`src/rtl/ssd_pkg.sv`:
```
// Shared types, constants and the digit-to-segment function for the
// seven-segment serializer. No dependencies.
`default_nettype none

package ssd_pkg;

	localparam int unsigned VALUE_W     = 16;
	localparam int unsigned MASK_W      = 4;
	localparam int unsigned SEG_W       = 8;
	localparam int unsigned SEG_DP_BIT  = 7;

	// Quotient by ten as (x * RECIP_10) >> RECIP_SHIFT, exact for x < 43699.
	localparam int unsigned RECIP_10    = 52429;
	localparam int unsigned RECIP_W     = 16;
	localparam int unsigned RECIP_SHIFT = 19;

	typedef logic [3:0]       bcd_t;
	typedef logic [SEG_W-1:0] seg_t;

	function automatic int unsigned pow10(input int unsigned n);
		int unsigned p;
		p = 1;
		for (int unsigned i = 0; i < n; i++) begin
			p = p * 10;
		end
		return p;
	endfunction

	// Active-low common-anode patterns; segment a is bit 0, the point is bit 7.
	function automatic seg_t seg_pattern(input bcd_t d);
		seg_t s;
		unique case (d)
			4'd0:    s = 8'hC0;
			4'd1:    s = 8'hF9;
			4'd2:    s = 8'hA4;
			4'd3:    s = 8'hB0;
			4'd4:    s = 8'h99;
			4'd5:    s = 8'h92;
			4'd6:    s = 8'h82;
			4'd7:    s = 8'hF8;
			4'd8:    s = 8'h80;
			4'd9:    s = 8'h90;
			default: s = 8'hFF;
		endcase
		return s;
	endfunction

endpackage

`default_nettype wire

```
`src/rtl/ssd_if.sv`:
```
// Request channels of the serializer: the number going in and the serial bits
// coming out. Depends on ssd_pkg for the value width.
`default_nettype none

interface ssd_value_if;
	logic                         valid;
	logic                         ready;
	logic [ssd_pkg::VALUE_W-1:0]  value;

	modport source (output valid, output value, input ready);
	modport sink   (input valid, input value, output ready);
endinterface

interface ssd_bit_if;
	logic valid;
	logic ready;
	logic serial_bit;
	logic latch_strobe;

	modport source (output valid, output serial_bit, output latch_strobe, input ready);
	modport sink   (input valid, input serial_bit, input latch_strobe, output ready);
endinterface

`default_nettype wire

```
`src/rtl/ssd_encode.sv`:
```
// Encoding pipeline: saturation, one decimal digit per stage, and the
// segment pattern stage. Depends on ssd_pkg and ssd_if.
`default_nettype none

module ssd_encode #(
	parameter int unsigned DIGITS = 4
) (
	input  wire logic                        clk,
	input  wire logic                        arst_n,
	ssd_value_if.sink                        value_ch,
	input  wire logic [ssd_pkg::MASK_W-1:0]  point_mask,
	output logic                             pat_valid,
	input  wire logic                        pat_ready,
	output logic [8*DIGITS-1:0]              pattern
);
	import ssd_pkg::*;

	localparam int unsigned LIMIT = pow10(DIGITS) - 1;
	localparam int unsigned VW    = $clog2(LIMIT + 1);
	localparam int unsigned PW    = VW + RECIP_W;

	typedef bcd_t digits_t [DIGITS];

	logic          adv;

	logic          valid_s1;
	logic [VW-1:0] value_s1;

	logic          valid_s2  [DIGITS];
	logic [VW-1:0] quot_s2   [DIGITS];
	digits_t       digits_s2 [DIGITS];

	logic          in_valid  [DIGITS];
	logic [VW-1:0] in_quot   [DIGITS];
	digits_t       in_digits [DIGITS];

	logic                valid_s3;
	logic [8*DIGITS-1:0] pattern_s3;

	// The whole pipe moves together; it holds only while the pattern waits.
	assign adv            = !valid_s3 || pat_ready;
	assign value_ch.ready = adv;

	always_ff @(posedge clk or negedge arst_n) begin
		if (!arst_n) begin
			valid_s1 <= 1'b0;
		end else if (adv) begin
			valid_s1 <= value_ch.valid;
		end
	end

	always_ff @(posedge clk) begin
		if (adv) begin
			if (value_ch.value > VALUE_W'(LIMIT)) begin
				value_s1 <= VW'(LIMIT);
			end else begin
				value_s1 <= value_ch.value[VW-1:0];
			end
		end
	end

	for (genvar k = 0; k < DIGITS; k++) begin : g_digit
		logic [PW-1:0] prod;
		logic [VW-1:0] quot;
		logic [VW-1:0] tens;
		digits_t       next_digits;

		if (k == 0) begin : g_first
			always_comb begin
				in_valid[k]  = valid_s1;
				in_quot[k]   = value_s1;
				in_digits[k] = '{default: '0};
			end
		end else begin : g_next
			always_comb begin
				in_valid[k]  = valid_s2[k-1];
				in_quot[k]   = quot_s2[k-1];
				in_digits[k] = digits_s2[k-1];
			end
		end

		assign prod = PW'(in_quot[k]) * PW'(RECIP_10);
		assign quot = VW'(prod >> RECIP_SHIFT);
		assign tens = VW'({quot, 3'b000}) + VW'({quot, 1'b0});

		always_comb begin
			next_digits    = in_digits[k];
			next_digits[k] = bcd_t'(in_quot[k] - tens);
		end

		always_ff @(posedge clk or negedge arst_n) begin
			if (!arst_n) begin
				valid_s2[k] <= 1'b0;
			end else if (adv) begin
				valid_s2[k] <= in_valid[k];
			end
		end

		always_ff @(posedge clk) begin
			if (adv) begin
				quot_s2[k]   <= quot;
				digits_s2[k] <= next_digits;
			end
		end
	end

	// Units byte lands in the top byte so that it leaves the shifter first.
	always_ff @(posedge clk or negedge arst_n) begin
		if (!arst_n) begin
			valid_s3 <= 1'b0;
		end else if (adv) begin
			valid_s3 <= valid_s2[DIGITS-1];
		end
	end

	always_ff @(posedge clk) begin
		if (adv) begin
			for (int k = 0; k < DIGITS; k++) begin
				pattern_s3[SEG_W*(DIGITS-1-k) +: SEG_W] <=
					seg_pattern(digits_s2[DIGITS-1][k]) &
					~(seg_t'(point_mask[k]) << SEG_DP_BIT);
			end
		end
	end

	assign pat_valid = valid_s3;
	assign pattern   = pattern_s3;

endmodule

`default_nettype wire

```
`src/rtl/four_digit_seven_segment_serializer_core.sv`:
```
// Top level of the seven-segment serializer: decimal point mask register,
// encoding pipeline and output shift register. Depends on ssd_pkg, ssd_if
// and ssd_encode.
// A value passes the saturation, digit and pattern stages and the output shift
// register before its first serial bit is valid; its 8*DIGITS bits then follow
// one per cycle while bit_ch.ready is high; the single output shifter paces values.
// Reset clears all valid bits and the bit counter and sets the point mask to 2.
`default_nettype none

module four_digit_seven_segment_serializer_core #(
	parameter int unsigned DIGITS = 4
) (
	input  wire logic                        clk,
	input  wire logic                        arst_n,
	ssd_value_if.sink                        value_ch,
	ssd_bit_if.source                        bit_ch,
	input  wire logic                        cfg_we,
	input  wire logic [ssd_pkg::MASK_W-1:0]  cfg_wdata
);
	import ssd_pkg::*;

	localparam int unsigned NBITS = 8 * DIGITS;
	localparam int unsigned CW    = $clog2(NBITS + 1);

	logic [MASK_W-1:0] point_mask_q;
	logic              pat_valid;
	logic              pat_ready;
	logic [NBITS-1:0]  pattern;
	logic [NBITS-1:0]  shift_q;
	logic [CW-1:0]     bits_left_q;
	logic              out_take;
	logic              load;

	always_ff @(posedge clk or negedge arst_n) begin
		if (!arst_n) begin
			point_mask_q <= MASK_W'(2);
		end else if (cfg_we) begin
			point_mask_q <= cfg_wdata;
		end
	end

	ssd_encode #(
		.DIGITS (DIGITS)
	) u_encode (
		.clk        (clk),
		.arst_n     (arst_n),
		.value_ch   (value_ch),
		.point_mask (point_mask_q),
		.pat_valid  (pat_valid),
		.pat_ready  (pat_ready),
		.pattern    (pattern)
	);

	// A new pattern loads when the shifter is empty or its last bit is taken now.
	assign out_take  = bit_ch.valid && bit_ch.ready;
	assign pat_ready = (bits_left_q == '0) || ((bits_left_q == CW'(1)) && bit_ch.ready);
	assign load      = pat_valid && pat_ready;

	always_ff @(posedge clk or negedge arst_n) begin
		if (!arst_n) begin
			bits_left_q <= '0;
		end else if (load) begin
			bits_left_q <= CW'(NBITS);
		end else if (out_take) begin
			bits_left_q <= bits_left_q - CW'(1);
		end
	end

	always_ff @(posedge clk) begin
		if (load) begin
			shift_q <= pattern;
		end else if (out_take) begin
			shift_q <= {shift_q[NBITS-2:0], 1'b0};
		end
	end

	assign bit_ch.valid        = (bits_left_q != '0);
	assign bit_ch.serial_bit   = shift_q[NBITS-1];
	assign bit_ch.latch_strobe = (bits_left_q == CW'(1));

endmodule

`default_nettype wire
```
`src/flat_wrapper.sv`:
```
// flat-port wrapper written by rule: the top's interface ports become plain ports
module four_digit_seven_segment_serializer_core_flat import ssd_pkg::*;
#(
	parameter int unsigned DIGITS = 4
)
  (clk, arst_n, cfg_we, cfg_wdata, value_ch_valid, value_ch_value, value_ch_ready, bit_ch_valid, bit_ch_serial_bit, bit_ch_latch_strobe, bit_ch_ready);
  ssd_value_if value_ch_i ();
  ssd_bit_if bit_ch_i ();
  input  wire logic clk;
  input  wire logic arst_n;
  input  wire logic cfg_we;
  input  wire logic [ssd_pkg::MASK_W-1:0] cfg_wdata;
  input wire logic [$bits(value_ch_i.valid)-1:0] value_ch_valid;
  input wire logic [$bits(value_ch_i.value)-1:0] value_ch_value;
  output wire logic [$bits(value_ch_i.ready)-1:0] value_ch_ready;
  output wire logic [$bits(bit_ch_i.valid)-1:0] bit_ch_valid;
  output wire logic [$bits(bit_ch_i.serial_bit)-1:0] bit_ch_serial_bit;
  output wire logic [$bits(bit_ch_i.latch_strobe)-1:0] bit_ch_latch_strobe;
  input wire logic [$bits(bit_ch_i.ready)-1:0] bit_ch_ready;
  assign value_ch_i.valid = value_ch_valid;
  assign value_ch_i.value = value_ch_value;
  assign value_ch_ready = value_ch_i.ready;
  assign bit_ch_valid = bit_ch_i.valid;
  assign bit_ch_serial_bit = bit_ch_i.serial_bit;
  assign bit_ch_latch_strobe = bit_ch_i.latch_strobe;
  assign bit_ch_i.ready = bit_ch_ready;
  four_digit_seven_segment_serializer_core #(.DIGITS(DIGITS)) u_core (.clk(clk), .arst_n(arst_n), .value_ch(value_ch_i), .bit_ch(bit_ch_i), .cfg_we(cfg_we), .cfg_wdata(cfg_wdata));
endmodule
```
`config.mk`:
```
export PLATFORM = sky130hd
export DESIGN_NAME = four_digit_seven_segment_serializer_core_flat
export DESIGN_NICKNAME = d
export VERILOG_FILES = /design/src/rtl/ssd_pkg.sv /design/src/rtl/ssd_if.sv /design/src/rtl/ssd_encode.sv /design/src/rtl/four_digit_seven_segment_serializer_core.sv /design/src/flat_wrapper.sv
export SDC_FILE = /design/constraint.sdc
export NUM_CORES = 1
export LEC_CHECK = 0
export BUFFER_PORTS_ARGS = -buffer_cell sky130_fd_sc_hd__buf_2
export CAP_MARGIN = 25
export CORE_MARGIN = 1
export CORE_UTILIZATION = 35
export DETAILED_ROUTE_END_ITERATION = 10
export PLACE_DENSITY_LB_ADDON = 0.25
export SETUP_SLACK_MARGIN = 0.3
export SKIP_LAST_GASP = 1
export SLEW_MARGIN = 40
export SYNTH_ARGS = -nofsm -noshare
export SYNTH_HDL_FRONTEND = slang
export SYNTH_SLANG_ARGS = --single-unit
```
`constraint.sdc`:
```
create_clock -name clk -period 7.9 [get_ports clk]
set_input_delay 1.185 -clock clk [delete_from_list [all_inputs] [get_ports clk]]
set_output_delay 1.185 -clock clk [all_outputs]
set_load 0.02 [all_outputs]
```
==> out/results.tsv <==
stage	metric	value	unit
place	portBuffers	28	
synthesis	synth_top_cell_by_area	ha_1	
detailed_routing	drt_iter0_markers	364	
synthesis	syn_area_per_cell	11.5	sq um
finish	final_cell_mix	359 x ha_1, 298 x inv_1, 148 x edfxtp_1	
detailed_routing	vias	9408	
clock_network	path_clk_slew	0.07	ns
setup_path	reg2reg_to	u_core.u_encode.digits_s2[2][7]	
finish	fin_nets	1976	
floorplan	ios	29	
synthesis	ys_seq_elements	164	
global_route	antenna_found_initial	0	
floorplan	die-area	47100	sq um
detailed_routing	drc_errors	0	
sta	worst_slack	2.01	ns
clock_network	hold_buffers	0	
synthesis	yosysTopAreaCellShare	27.7	%
place	dp_hpwl	23300	um
sta	fin_setup_tns	0	ns
floorplan	num_rows	78	
clock_network	h-tree-depth	4	
setup_path	endpoint_kind	flop	
clock_network	postCtsSetupBuffers	0	
detailed_routing	ant_nets	0	
setup_path	worstPathRequired	8.09	ns
finish	diodes	0	
finish	final_common_cell	ha_1	
worst_hold_path	hold_depth	0	
detailed_routing	wl	28100	um
synthesis	synth_edf_count	148	
sta	hold_ws	0.413	ns
worst_hold_path	hp-class	reg2reg	
synthesis	syn_area	16200	sq um
place	post-place-ws	1.98	ns
global_route	grt_overflow_total	0	
sta	period_minus_slack	5.89	ns
sta	slew_headroom	54.3	%
synthesis	yosysWarnings	0	
detailed_routing	viasPerCell	4.57	
setup_path	slowest_delay	0.52	ns
worst_hold_path	hold-path-endpoint	u_core.u_encode.digits_s2[2][15]	
clock_network	tritoncts	done	
clock_network	cts_sinks	164	
floorplan	start_util	35.6	%
detailed_routing	dr.pass1.iters	5	
finish	multi_input_area	10200	sq um
floorplan	die_x	217	um
global_route	grt_max_degree	75	
job	cap_violations	0	
sta	rsz0062_at_grt	false	
setup_path	r2r_cells	22	
worst_hold_path	hold_start	u_core.u_encode.digits_s2[1][15]	
floorplan	die_h	217	um
global_route	grt_usage	12.8	%
clock_network	ctsResizeCount	0	
global_route	grt_pass1_vias	10200	
synthesis	postSynth.asyncResetShare	9.76	%
floorplan	design.core.area	45500	sq um
synthesis	ys_types	52	
synthesis	syn-num-nets	1934	
synthesis	synth_top_flop_cell	edfxtp_1	
setup_path	r2r-start	u_core.u_encode.quot_s2[1][3]	
run_status	status	finished, final reports clean	
setup_path	crit_path_top_delay_cell	fa_1	
setup_path	worstPathCellList	inv_1 -> ha_1 -> inv_1 -> ha_1 -> fa_1 -> fa_1 -> inv_1 -> fa_1 -> fa_1 -> inv_1 -> ha_1 -> and4_1 -> a221oi_1 -> o21ai_0 -> nand2_1 -> nor2_1 -> nor3_1 -> xnor2_1 -> ha_1 -> a211o_1 -> a21oi_1 -> xnor2_1	
setup_path	crit_type	reg2reg	
sta	max_freq	170	MHz
sta	final-hold-violation-count	0	
clock_network	cts_buffers	17	
clock_network	insertion_delay	0.44	ns
setup_path	critPathArrivalTime	6.08	ns
finish	seqCellArea	4850	sq um
setup_path	critical_path.startpoint_type	flop	
clock_network	clockBufferDepth	2	
setup_path	cp_max_fo	5	
clock_network	root_buffer	clkbuf_16	
finish	drive_above_1_share	8.02	%
detailed_routing	routedWlPerCell	13.6	um
finish	area_growth	9.31	%
synthesis	synth_area_leaders	ha_1 28%, edfxtp_1 27%, fa_1 18%	
place	place.gp.congestion	0.819	
global_route	grt_pass1_wl	48600	um
sta	maxSlewViolCount	0	
sta	min_period_over_period	74.6	%
setup_path	r2r_slack	2.01	ns
sta	skew	0.0137	ns
synthesis	synthCells	1404	
finish	nFillCells	4410	
sta	setup_viol	0	
synthesis	seq_area_frac_synth	29.9	%
sta	worst_slew_pin_slew	0.685	ns
cells by family after synthesis:
| kind of cell | share of synthesized area [%] |
|---|---|
| fa+ha+maj | 45.8 |
| buf+inv | 7.15 |
| simple gates | 5.54 |
| flops | 29.9 |
| compound gates | 5.72 |
| xor+xnor | 3.30 |
| mux | 2.57 |
per-layer routing:
layer  track usage [%]  vias up  wire length, um
met3              2.35       30              604
met1              16.4     4503            13400
met2              22.2       77            13700
li1                  -     4798                -
met5                 0        -                0
met4              3.38        0              414
state kept, by name, indices dropped and copies added, names as in the netlist:
| signal | flops |
|---|---|
| u_core.u_encode.valid_s2 | 1 |
| u_core.u_encode.quot_s2 | 30 |
| u_core.u_encode.value_s1 | 14 |
| u_core.u_encode.pat_valid | 1 |
| u_core.bits_left_q | 6 |
| u_core.u_encode.in_valid | 3 |
| u_core.shift_q | 32 |
| u_core.u_encode.valid_s1 | 1 |
| u_core.u_encode.digits_s2 | 40 |
| u_core.point_mask_q | 4 |
| u_core.u_encode.pattern | 32 |
worst max path at each step:
stage	startpoint	to	depth (start not counted)
4_1_cts	u_core.u_encode.quot_s2[1][3]	u_core.u_encode.digits_s2[2][7]	22
6_report	u_core.u_encode.quot_s2[1][3]	u_core.u_encode.digits_s2[2][7]	22
5_1_grt	u_core.u_encode.quot_s2[1][3]	u_core.u_encode.digits_s2[2][7]	22
3_3_place_gp	u_core.u_encode.quot_s2[1][3]	u_core.u_encode.digits_s2[2][7]	22
3_5_place_dp	u_core.u_encode.quot_s2[1][3]	u_core.u_encode.digits_s2[2][7]	22
2_1_floorplan	bit_ch_ready	u_core.u_encode.in_valid[0]	3
cell type report:
type / instances / area share, %
inverter: 298 / 6.32
timing repair buffer: 32 / 0.983
tap: 600 / 4.24
clock inverter: 13 / 0.912
multi-input combinational: 933 / 57.7
clock buffer: 19 / 2.50
sequential: 164 / 27.4
stage by stage:
step / cells / area [sq um] / util (%)
global route: 2059 / 17700 / 38.9
floorplan: 1404 / 16200 / -
global placement: 2027 / 17100 / 37.6
detailed placement: 2027 / 17100 / 37.6
CTS: 2059 / 17700 / 38.9
finish: 2059 / 17700 / 38.9
worst max-delay path: cells and delay by family, from the launching register on:
family | cells | cell delay (ns)
adder cells (fa/ha/maj) | 8 | 3.13
AO/OA/AOI/OAI | 4 | 0.96
AND/OR/NAND/NOR | 4 | 0.55
flip-flops | 1 | 0.49
XOR/XNOR | 2 | 0.29
buffers and inverters | 4 | 0.23
synthesized netlist by cell type (2+ instances only):
master	n
ha_1	359
inv_1	298
edfxtp_1	148
fa_1	146
nor2_1	61
a21oi_1	46
xnor2_1	45
mux2_2	36
nand2_1	36
o21ai_0	28
nand2b_1	19
xor2_1	16
a21o_1	15
dfrtp_1	15
nor3_1	13
and2_1	12
or2_2	11
nand3_1	10
a211oi_1	8
o21a_1	8
nand4_1	6
nor2b_1	6
a221oi_1	5
a31oi_1	5
clkbuf_1	5
o31ai_1	5
a22oi_1	4
buf_2	4
nor4_1	4
a41oi_1	3
or3_1	3
a211o_1	2
and3_1	2
o21bai_1	2
Power is left out: the tool's default activity adds up to more than one toggle a clock period on the data nets, which glitch-free logic cannot reach.
